==> src/sv/rlbd_pkg.sv <==
// rlbd_pkg: shared types and constants of the run-length block decoder
// holds the transaction structs of both ports, the front-to-back command and queue sizing
// no dependencies
`timescale 1ns / 1ps
`default_nettype none

package rlbd_pkg;

    // depth of the command queue between parser and result stage
    localparam int unsigned Q_DEPTH = 4;
    localparam int unsigned Q_PTR_W = $clog2(Q_DEPTH);
    localparam int unsigned Q_CNT_W = $clog2(Q_DEPTH + 1);

    // one encoded input transaction
    typedef struct packed {
        logic [7:0] encoded_byte;
        logic       last_in_buffer;
    } in_item_t;

    // one decoded result transaction
    typedef struct packed {
        logic [7:0]  data_value;
        logic [31:0] repeat_count;
        logic        buffer_end;
    } out_item_t;

    // classified command handed from the parser to the result stage
    typedef struct packed {
        logic        is_run;
        logic [7:0]  value;
        logic [31:0] run_length;
        logic        buffer_end;
    } cmd_t;

    // queue status seen by both sides
    typedef struct packed {
        logic full;
        logic empty;
    } q_status_t;

endpackage

`default_nettype wire

==> src/sv/rlbd_front.sv <==
// rlbd_front: byte-wise header parser, classifies each byte and emits commands
// depends on rlbd_pkg
`timescale 1ns / 1ps
`default_nettype none

module rlbd_front (
    input  wire logic             clk,
    input  wire logic             rst_n,
    input  wire logic             accept,
    input  wire rlbd_pkg::in_item_t item,
    output logic                  cmd_valid,
    output rlbd_pkg::cmd_t        cmd
);
    import rlbd_pkg::*;

    // parse phase codes
    localparam logic [2:0] PH_FLAG = 3'd0;
    localparam logic [2:0] PH_LEN0 = 3'd1;
    localparam logic [2:0] PH_LEN1 = 3'd2;
    localparam logic [2:0] PH_LEN2 = 3'd3;
    localparam logic [2:0] PH_LEN3 = 3'd4;
    localparam logic [2:0] PH_LIT  = 3'd5;
    localparam logic [2:0] PH_RUNV = 3'd6;

    logic [2:0]  phase_reg, phase_next;
    logic        is_run_reg, is_run_next;
    logic [31:0] length_reg, length_next;
    logic [31:0] remaining_reg, remaining_next;
    logic [1:0]  lane;

    assign lane = 2'(phase_reg - PH_LEN0);

    // next state and command for the byte being accepted
    always_comb
    begin
        phase_next     = phase_reg;
        is_run_next    = is_run_reg;
        length_next    = length_reg;
        remaining_next = remaining_reg;
        cmd_valid      = 1'b0;
        cmd.is_run     = is_run_reg;
        cmd.value      = item.encoded_byte;
        cmd.run_length = length_reg;
        cmd.buffer_end = item.last_in_buffer;
        if (accept)
        begin
            unique case (phase_reg)
                PH_LEN0, PH_LEN1, PH_LEN2, PH_LEN3:
                begin
                    // little-endian length byte into its lane
                    length_next[{lane, 3'b000} +: 8] =
                        length_reg[{lane, 3'b000} +: 8] | item.encoded_byte;
                    if (phase_reg != PH_LEN3)
                    begin
                        phase_next = 3'(phase_reg + 3'd1);
                    end
                    else if (is_run_reg)
                    begin
                        phase_next = PH_RUNV;
                    end
                    else
                    begin
                        remaining_next = length_next;
                        phase_next     = (length_next == 32'd0) ? PH_FLAG : PH_LIT;
                    end
                end
                PH_LIT:
                begin
                    // literal byte, count one
                    cmd_valid      = 1'b1;
                    cmd.is_run     = 1'b0;
                    remaining_next = remaining_reg - 32'd1;
                    if (remaining_next == 32'd0)
                    begin
                        phase_next = PH_FLAG;
                    end
                end
                PH_RUNV:
                begin
                    // run value, dropped when the run is empty
                    cmd_valid  = (length_reg != 32'd0);
                    cmd.is_run = 1'b1;
                    phase_next = PH_FLAG;
                end
                default:
                begin
                    // flag byte, also the unused phase code
                    is_run_next    = (item.encoded_byte != 8'd0);
                    length_next    = 32'd0;
                    remaining_next = 32'd0;
                    phase_next     = PH_LEN0;
                end
            endcase
            // end of buffer returns the parser to the header
            if (item.last_in_buffer)
            begin
                phase_next     = PH_FLAG;
                remaining_next = 32'd0;
            end
        end
    end

    // parser state
    always_ff @(posedge clk or negedge rst_n)
    begin
        if (!rst_n)
        begin
            phase_reg     <= PH_FLAG;
            is_run_reg    <= 1'b0;
            length_reg    <= 32'd0;
            remaining_reg <= 32'd0;
        end
        else
        begin
            phase_reg     <= phase_next;
            is_run_reg    <= is_run_next;
            length_reg    <= length_next;
            remaining_reg <= remaining_next;
        end
    end

endmodule

`default_nettype wire

==> src/sv/rlbd_queue.sv <==
// rlbd_queue: small command queue between parser and result stage
// depends on rlbd_pkg
`timescale 1ns / 1ps
`default_nettype none

module rlbd_queue (
    input  wire logic            clk,
    input  wire logic            rst_n,
    input  wire logic            wr_en,
    input  wire rlbd_pkg::cmd_t  wr_data,
    input  wire logic            rd_en,
    output rlbd_pkg::cmd_t       rd_data,
    output rlbd_pkg::q_status_t  status
);
    import rlbd_pkg::*;

    cmd_t               mem_reg [Q_DEPTH];
    logic [Q_PTR_W-1:0] wr_ptr_reg, wr_ptr_next;
    logic [Q_PTR_W-1:0] rd_ptr_reg, rd_ptr_next;
    logic [Q_CNT_W-1:0] count_reg, count_next;
    logic               do_wr, do_rd;

    assign status.full  = (count_reg == Q_CNT_W'(Q_DEPTH));
    assign status.empty = (count_reg == '0);
    assign do_wr        = wr_en && !status.full;
    assign do_rd        = rd_en && !status.empty;
    assign rd_data      = mem_reg[rd_ptr_reg];

    // pointer and fill count update
    always_comb
    begin
        wr_ptr_next = do_wr ? Q_PTR_W'(wr_ptr_reg + 1'b1) : wr_ptr_reg;
        rd_ptr_next = do_rd ? Q_PTR_W'(rd_ptr_reg + 1'b1) : rd_ptr_reg;
        count_next  = count_reg + Q_CNT_W'(do_wr) - Q_CNT_W'(do_rd);
    end

    always_ff @(posedge clk or negedge rst_n)
    begin
        if (!rst_n)
        begin
            wr_ptr_reg <= '0;
            rd_ptr_reg <= '0;
            count_reg  <= '0;
        end
        else
        begin
            wr_ptr_reg <= wr_ptr_next;
            rd_ptr_reg <= rd_ptr_next;
            count_reg  <= count_next;
        end
    end

    // storage, no reset
    always_ff @(posedge clk)
    begin
        if (do_wr)
        begin
            mem_reg[wr_ptr_reg] <= wr_data;
        end
    end

endmodule

`default_nettype wire

==> src/sv/rlbd_back.sv <==
// rlbd_back: result stage, turns commands into value-plus-count results
// depends on rlbd_pkg
`timescale 1ns / 1ps
`default_nettype none

module rlbd_back (
    input  wire logic                clk,
    input  wire logic                rst_n,
    input  wire rlbd_pkg::q_status_t q_status,
    input  wire rlbd_pkg::cmd_t      q_data,
    output logic                     q_rd,
    input  wire logic                pop,
    output logic                     empty,
    output rlbd_pkg::out_item_t      decoded
);
    import rlbd_pkg::*;

    logic      out_valid_reg, out_valid_next;
    out_item_t out_reg, out_next;

    // take the next command when the output register is free or being drained
    assign q_rd = !q_status.empty && (!out_valid_reg || pop);

    always_comb
    begin
        out_valid_next = out_valid_reg;
        out_next       = out_reg;
        if (q_rd)
        begin
            out_valid_next        = 1'b1;
            out_next.data_value   = q_data.value;
            out_next.repeat_count = q_data.is_run ? q_data.run_length : 32'd1;
            out_next.buffer_end   = q_data.buffer_end;
        end
        else if (pop)
        begin
            out_valid_next = 1'b0;
        end
    end

    always_ff @(posedge clk or negedge rst_n)
    begin
        if (!rst_n)
        begin
            out_valid_reg <= 1'b0;
        end
        else
        begin
            out_valid_reg <= out_valid_next;
        end
    end

    // result payload, no reset
    always_ff @(posedge clk)
    begin
        out_reg <= out_next;
    end

    assign empty   = !out_valid_reg;
    assign decoded = out_reg;

endmodule

`default_nettype wire

==> src/sv/run_length_block_decoder_core.sv <==
// run_length_block_decoder_core: top level of the run-length block decoder
// depends on rlbd_pkg, rlbd_front, rlbd_queue, rlbd_back
`timescale 1ns / 1ps
`default_nettype none

// Decodes a stream of length-prefixed blocks, one encoded byte per cycle. Each block is a
// flag byte and a 4-byte little-endian length; a zero flag is followed by that many literal
// bytes, each given as a result with count 1, any other flag by one value byte given as a
// single value-plus-count result. Empty blocks give nothing, and a byte marked last in buffer
// sends the parser back to the header. The input takes a byte every cycle while full is low;
// full rises only when the four-entry command queue behind the parser is full, which happens
// only while results are not popped. A result's command goes into the command queue when its
// byte is accepted and on into the output register once older results have left it, and results
// can be popped every cycle.
module run_length_block_decoder_core (
    input  wire logic               clk,
    input  wire logic               rst_n,
    input  wire logic               push,
    output logic                    full,
    input  wire rlbd_pkg::in_item_t encoded,
    output logic                    empty,
    input  wire logic               pop,
    output rlbd_pkg::out_item_t     decoded
);
    import rlbd_pkg::*;

    logic      accept;
    logic      cmd_valid;
    cmd_t      cmd;
    cmd_t      q_data;
    logic      q_rd;
    q_status_t q_status;

    assign full   = q_status.full;
    assign accept = push && !q_status.full;

    // parser
    rlbd_front u_front (
        .clk       (clk),
        .rst_n     (rst_n),
        .accept    (accept),
        .item      (encoded),
        .cmd_valid (cmd_valid),
        .cmd       (cmd)
    );

    // command queue
    rlbd_queue u_queue (
        .clk     (clk),
        .rst_n   (rst_n),
        .wr_en   (cmd_valid),
        .wr_data (cmd),
        .rd_en   (q_rd),
        .rd_data (q_data),
        .status  (q_status)
    );

    // result stage
    rlbd_back u_back (
        .clk      (clk),
        .rst_n    (rst_n),
        .q_status (q_status),
        .q_data   (q_data),
        .q_rd     (q_rd),
        .pop      (pop),
        .empty    (empty),
        .decoded  (decoded)
    );

endmodule

`default_nettype wire

==> config.mk <==
export PLATFORM = sky130hd
export DESIGN_NAME = run_length_block_decoder_core
export DESIGN_NICKNAME = d
export VERILOG_FILES = /design/src/sv/rlbd_pkg.sv /design/src/sv/rlbd_front.sv /design/src/sv/rlbd_queue.sv /design/src/sv/rlbd_back.sv /design/src/sv/run_length_block_decoder_core.sv
export SDC_FILE = /design/constraint.sdc
export NUM_CORES = 1
export LEC_CHECK = 0
export CORE_MARGIN = 1
export CORE_UTILIZATION = 40
export CTS_CLUSTER_DIAMETER = 30
export DETAILED_ROUTE_END_ITERATION = 10
export DONT_BUFFER_PORTS = 1
export SYNTH_ARGS = -nofsm -noshare
export SYNTH_HDL_FRONTEND = slang
export SYNTH_SLANG_ARGS = --single-unit
export TNS_END_PERCENT = 5
==> constraint.sdc <==
create_clock -name clk -period 12.23 [get_ports clk]
set_clock_uncertainty 0.05 [all_clocks]
set_input_delay 2.446 -clock clk [delete_from_list [all_inputs] [get_ports clk]]
set_output_delay 2.446 -clock clk [all_outputs]
set_load 0.05 [all_outputs]
== After elaboration in Yosys (flattened, before gate mapping) ==
Memory sizes are Yosys's and may differ from the RTL's.
Index checks and enable logic that the tools add are counted.
Storage, ports and cells
  memories: 1
  bits of input ports: 13
  flip-flop bits (word level): 117
  bits in writable memories: 168
Memories
  u_queue.mem_reg: words 4, width 42, read ports 1, clocked after memory_dff 0, write ports 1, line rlbd_queue.sv:17  | cmd_t mem_reg [Q_DEPTH];
Operators by class
  add/sub/neg operators: 8
  shift-type cells: 3
  bitwise logic cells: 3
  reductions and logical operators: 21
  equal/unequal tests: 12
  mux-type cells: 20
Operator list (number)
  two-way mux 32 bit: 3
  case mux 32 bit (3 select lines): 1
  logical NOT 32 bit: 2
  case mux 32 bit (2 select lines): 1
  bitwise mux 32 bit: 1
  nonzero test 32 bit: 1
  variable shift 8 x 7 -> 32 bit, first input constant: 1
  indexed part select 32 x 6 -> 8 bit: 1
  indexed part select 8 x 7 -> 32 bit: 1
  subtractor 32 x 1 -> 32 bit, second input constant: 1
  two-way mux 3 bit: 5
  equality test 3 bit, second input constant: 4
  != test 3 bit, second input constant: 3
  case mux 3 bit (3 select lines): 1
  OR 8 bit: 1
  nonzero test 8 bit: 1
  negator 5 -> 7 bit: 1
  equality test 3 x 2 -> 1 bit, second input constant: 2
  two-way mux 1 bit: 6
  AND reduction 2 bit: 3
  OR reduction 6 bit: 1
  adder 2 x 1 -> 2 bit, second input constant: 2
  logical AND 1 bit: 4
  case mux 1 bit (2 select lines): 2
  other kinds (15): 18

== Logic depth before layout (Yosys ltp) ==
  depth after elaboration: 11
  depth in mapped cells: 12
  depth with buffers taken out: 9

== Hierarchy ==
A second synthesis with hierarchy kept.
Second synthesis, totals
  cells, all modules: 979
  area total of the unflattened synthesis: 13106.3 sq um
By module, submodules not included
  rlbd_queue: area an instance 6591.3 sq um, cells an instance 261, instances 1, sequential area each 5220.0 sq um
  rlbd_front: area an instance 4972.3 sq um, cells an instance 636, instances 1, sequential area each 1701.6 sq um
  rlbd_back: area an instance 1529.0 sq um, cells an instance 81, instances 1, sequential area each 1256.2 sq um
  run_length_block_decoder_core: area an instance 13.8 sq um, cells an instance 1, instances 1, sequential area each 0.0 sq um

== Least setup slack after synthesis ==
OpenSTA, ideal clock, no wires.
  path type: input to register
  from: input port pop
  to: register u_queue.count_reg[1]
  buffers on the path: 0
  library setup time: 0.136 ns
  arrival: 5.758 ns
  cell stages on the path: 6
  path slack: 6.287 ns
  data required time: 12.044 ns
  cell sequence: inv_1 a21oi_1 ha_1 inv_1 ha_1 fa_1
Between the ends
  cells in the longest elaborated chain, start to end: 4
RTL lines
  start, declared: line run_length_block_decoder_core.sv:22  | input wire logic pop,
  logical OR 1 bit: line rlbd_back.sv:22  | assign q_rd = !q_status.empty && (!out_valid_reg || pop);
  logical AND 1 bit: line rlbd_back.sv:22
  net q_rd: line run_length_block_decoder_core.sv:31  | logic q_rd;
  logical AND 1 bit: line rlbd_queue.sv:26  | assign do_rd = rd_en && !status.empty;
  subtractor 3 x 1 -> 3 bit: line rlbd_queue.sv:34  | count_next = count_reg + Q_CNT_W'(do_wr) - Q_CNT_W'(do_rd);
  net u_queue.count_next[1]: line rlbd_queue.sv:20  | logic [Q_CNT_W-1:0] count_reg, count_next;
  end signal, assigned: line rlbd_queue.sv:49  | count_reg <= count_next;
  end, declared: line rlbd_queue.sv:20
The timed path passes the listed nets, and every way through them passes these cells.
A chain may end at the register's enable or synchronous reset.

== Worst setup path after layout ==
  from: register u_front.phase_reg[0]
  to: memory u_queue.mem_reg[1][38] in the netlist's numbering, enable pin
Between the ends
  cells in the longest elaborated chain, start to end: 6
  elaborated cells between the ends (all ways): 7
  classes of those cells: 2 x eq/ne; 4 x mux; 1 x reduce/logical
RTL lines
  start, declared: line rlbd_front.sv:25  | logic [2:0] phase_reg, phase_next;
  start signal, assigned: line rlbd_front.sv:115  | phase_reg <= phase_next;
  equality test 3 bit: line rlbd_front.sv:47  | unique case (phase_reg)
  case mux 1 bit (2 select lines) *: line rlbd_front.sv:47
  two-way mux 1 bit *: line rlbd_front.sv:45  | if (accept)
  logical AND 1 bit *: line rlbd_queue.sv:25  | assign do_wr = wr_en && !status.full;
  net u_queue.do_wr: line rlbd_queue.sv:21  | logic do_wr, do_rd;
  two-way mux 1 bit *: line rlbd_queue.sv:56  | if (do_wr)
  two-way mux 1 bit (not written as such) *: line rlbd_queue.sv:58  | mem_reg[wr_ptr_reg] <= wr_data;
  end, declared: line rlbd_queue.sv:17
The timed path passes the listed nets; every way through them passes the cells marked *.

==> flow_metrics.py <==
metrics = {
    "cts": {
        "cts_max_level": 2,
        "ctsHoldBuffers": 0,
        "cts_resized": 0,
        "cts-root-buf": "clkbuf_16",
        "insertion_delay_ns": 0.58,
        "clkTransAtPathRegs_ns": 0.05,
        "cts.sinks": 285,
        "numCtsBuffers": 57,
        "post_cts_buffers": 0,
        "cts_buffer_depth": 3,
        "cts_tree": "done",
    },
    "synthesis": {
        "synth_cell_types": 67,
        "synth_cells": 938,
        "synth-seq-area-share_pct": 65.0,
        "synthMuxAreaShare_pct": 9.01,
        "synthAdderAreaFrac_pct": 1.65,
        "synth-edff-count": 209,
        "synth.most_common_cell": "edfxtp_1",
        "synth_top_family_by_area": "simple AND/OR/NAND/NOR gates",
        "yosysWarnings": 0,
        "synth_area_leaders": "edfxtp_1 50%, dfrtp_1 15%, mux4_2 7.3%",
        "syn_area_mm2": 0.0126,
        "post_synth.cell_area_avg_um2": 13.4,
        "synth_async_sr_flop_share_pct": 26.7,
        "yosys_most_used_dff": "edfxtp_1",
        "synth-compound-area-share_pct": 9.61,
        "synth_top_cell_area_share_pct": 49.9,
        "synth-xor-area-share_pct": 0.487,
        "syn-num-nets": 967,
        "synth-simple-area-share_pct": 12.1,
        "yosys.area.top_type": "edfxtp_1",
        "yosys-top-cells-count": "209 x edfxtp_1, 79 x nand2_1, 79 x nor2_1, 78 x o21ai_0, 76 x dfrtp_1",
        "synth_seq_cells": 285,
    },
    "status": {
        "status": "complete, but fails checks",
        "violations": "DRC",
    },
    "finish": {
        "drive_gt1_share_pct": 18.8,
        "synthToLayoutAreaGrowth_pct": 19.6,
        "diodes": 0,
        "largest_reg_flops": 168,
        "finalNetCount": 988,
        "final_cell_area_mm2": 0.0150,
    },
    "routing": {
        "routed_wl_mm": 29.4,
        "wl_per_cell_um": 20.9,
        "dr.pass1.iters": 10,
        "dr_total_vias": 7901,
        "avgViaCountPerCell": 5.63,
        "drt_iter0_drc": 656,
        "drtAntennaViolNets": 0,
        "drc_errors": 8,
    },
    "global_route": {
        "grt_antenna_before_repair": 0,
        "grt_first_pass_wirelength_mm": 45.8,
        "grt.total_usage_pct": 18.8,
        "grt_pass1_vias": 7808,
        "grt-ovfl-total": 0,
        "grt_max_degree": 77,
    },
    "die": {
        "die_h_um": 179,
        "die_area_mm2": 0.0322,
        "fp-row-count": 64,
        "die_w_um": 179,
        "core-area_mm2": 0.0307,
        "start_util_pct": 40.9,
        "num_io_pins": 56,
    },
    "worst_hold_path": {
        "worstHoldPathCells": 2,
        "hold_class": "reg2reg",
        "min_to": "u_front.remaining_reg[22]",
        "hp-start": "u_front.remaining_reg[22]",
    },
    "placed_design": {
        "place.gp.congestion": 0.916,
        "io_buffers": 0,
        "place_area_mm2": 0.0130,
        "post-dp-hpwl_mm": 18.2,
    },
    "timing": {
        "grt_setup_unrepaired": "false",
        "drv_slew": 0,
        "fmax_ghz": 0.228,
        "finalSetupTns_ns": 0,
        "period_share_pct": 35.9,
        "hold_viol_final": 0,
        "tightest_slew_ns": 1.12,
        "slew_headroom_pct": 25.5,
        "finalCriticalPeriod_ns": 4.40,
        "setup_violations": 0,
    },
    "worst_setup_path": {
        "r2r-end": "u_queue.mem_reg[1][38]",
        "critPathMaxFanout": 42,
        "critPathKind": "reg2reg",
        "rr_worst_depth": 7,
        "r2r_slack_ns": 7.83,
        "crit_required_ns": 12.37,
        "critPathArrivalTime_ns": 4.53,
        "r2r_start": "u_front.phase_reg[0]",
        "cp-end-kind": "register",
        "start_kind": "register",
    },
    "run": {
        "cap_violations": 0,
    },
}
worst max-delay path: stages (launching register included):
cell,delay [ns]
dfrtp_1,0.84
ha_1,0.79
nand2_1,0.11
buf_4,0.25
nand4_1,0.13
nor3_1,0.07
nor3_1,0.69
and2_2,1.01
per-layer routing:
metal	track usage [%]	wire, um	vias up
met5	0	0	-
met4	5.71	543	0
met3	3.92	1740	50
met2	29.2	13600	240
met1	26.6	13500	3983
li1	-	-	3628
layout by cell type, fill, tap and decap left out, types with 5 or more instances in the layout:
cell type | Yosys | final
nor2_1 | 79 | 79
a21oi_1 | 60 | 59
clkinv_4 | 0 | 10
mux4_2 | 41 | 41
o31ai_1 | 6 | 6
edfxtp_1 | 209 | 209
nand4_1 | 5 | 5
bufinv_16 | 0 | 10
a22oi_1 | 6 | 6
dfrtp_1 | 76 | 74
buf_4 | 1 | 10
nand2_1 | 79 | 79
ha_1 | 15 | 15
nor4_1 | 14 | 14
nor3_1 | 27 | 27
nand3_1 | 6 | 6
inv_1 | 19 | 19
mux2i_1 | 9 | 9
and2_1 | 11 | 7
a31oi_1 | 13 | 13
clkinvlp_4 | 0 | 6
or4_1 | 8 | 8
or3_1 | 9 | 9
clkbuf_16 | 0 | 57
clkinv_2 | 0 | 11
mux2_2 | 8 | 8
o21ai_0 | 78 | 77
nor2b_1 | 37 | 37
inv_6 | 0 | 5
metrics by stage:
stage                     hold WS, ns  worst slack [ns]  utilization, %  cells
after global routing            0.528              7.53            48.9   1404
after floorplan                 0.421              6.29               -    938
final                           0.483              7.83            48.9   1404
after global placement          0.462              7.43            42.2   1296
after CTS                       0.487              7.86            48.9   1404
after detailed placement        0.473              7.41            42.2   1296
how the worst max path moves through the flow:
stage | startpoint | to | slack [ns]
after CTS | u_front.phase_reg[0] | u_queue.mem_reg[1][30] | 7.86
after global routing | u_front.phase_reg[0] | u_queue.mem_reg[1][39] | 7.53
final | u_front.phase_reg[0] | u_queue.mem_reg[1][38] | 7.83
after detailed placement | push | u_queue.mem_reg[1][38] | 7.41
after floorplan | pop | u_queue.count_reg[1] | 6.29
after global placement | push | u_queue.mem_reg[1][40] | 7.43
layout make-up:
type,count,area [um2]
Fill cell,2678,15700
Sequential cell,285,8180
Multi-Input combinational cell,585,4150
Clock buffer,60,1450
Clock inverter,48,619
Tap cell,396,495
Timing Repair Buffer,10,75.1
Inverter,20,75.1
logic make-up (layout without fill, tap and decap cells):
logic type,Yosys count,after routing
AOI/OAI and AO/OA,202,202
xor gates and xnor gates,7,7
adders and majority gates,16,16
buffers and inverters,68,138
DFF,285,285
muxes,60,60
and+or+nand+nor,300,300
Power is left out: the tool's default activity adds up to more than one toggle a clock period on the data nets, which glitch-free logic cannot reach.
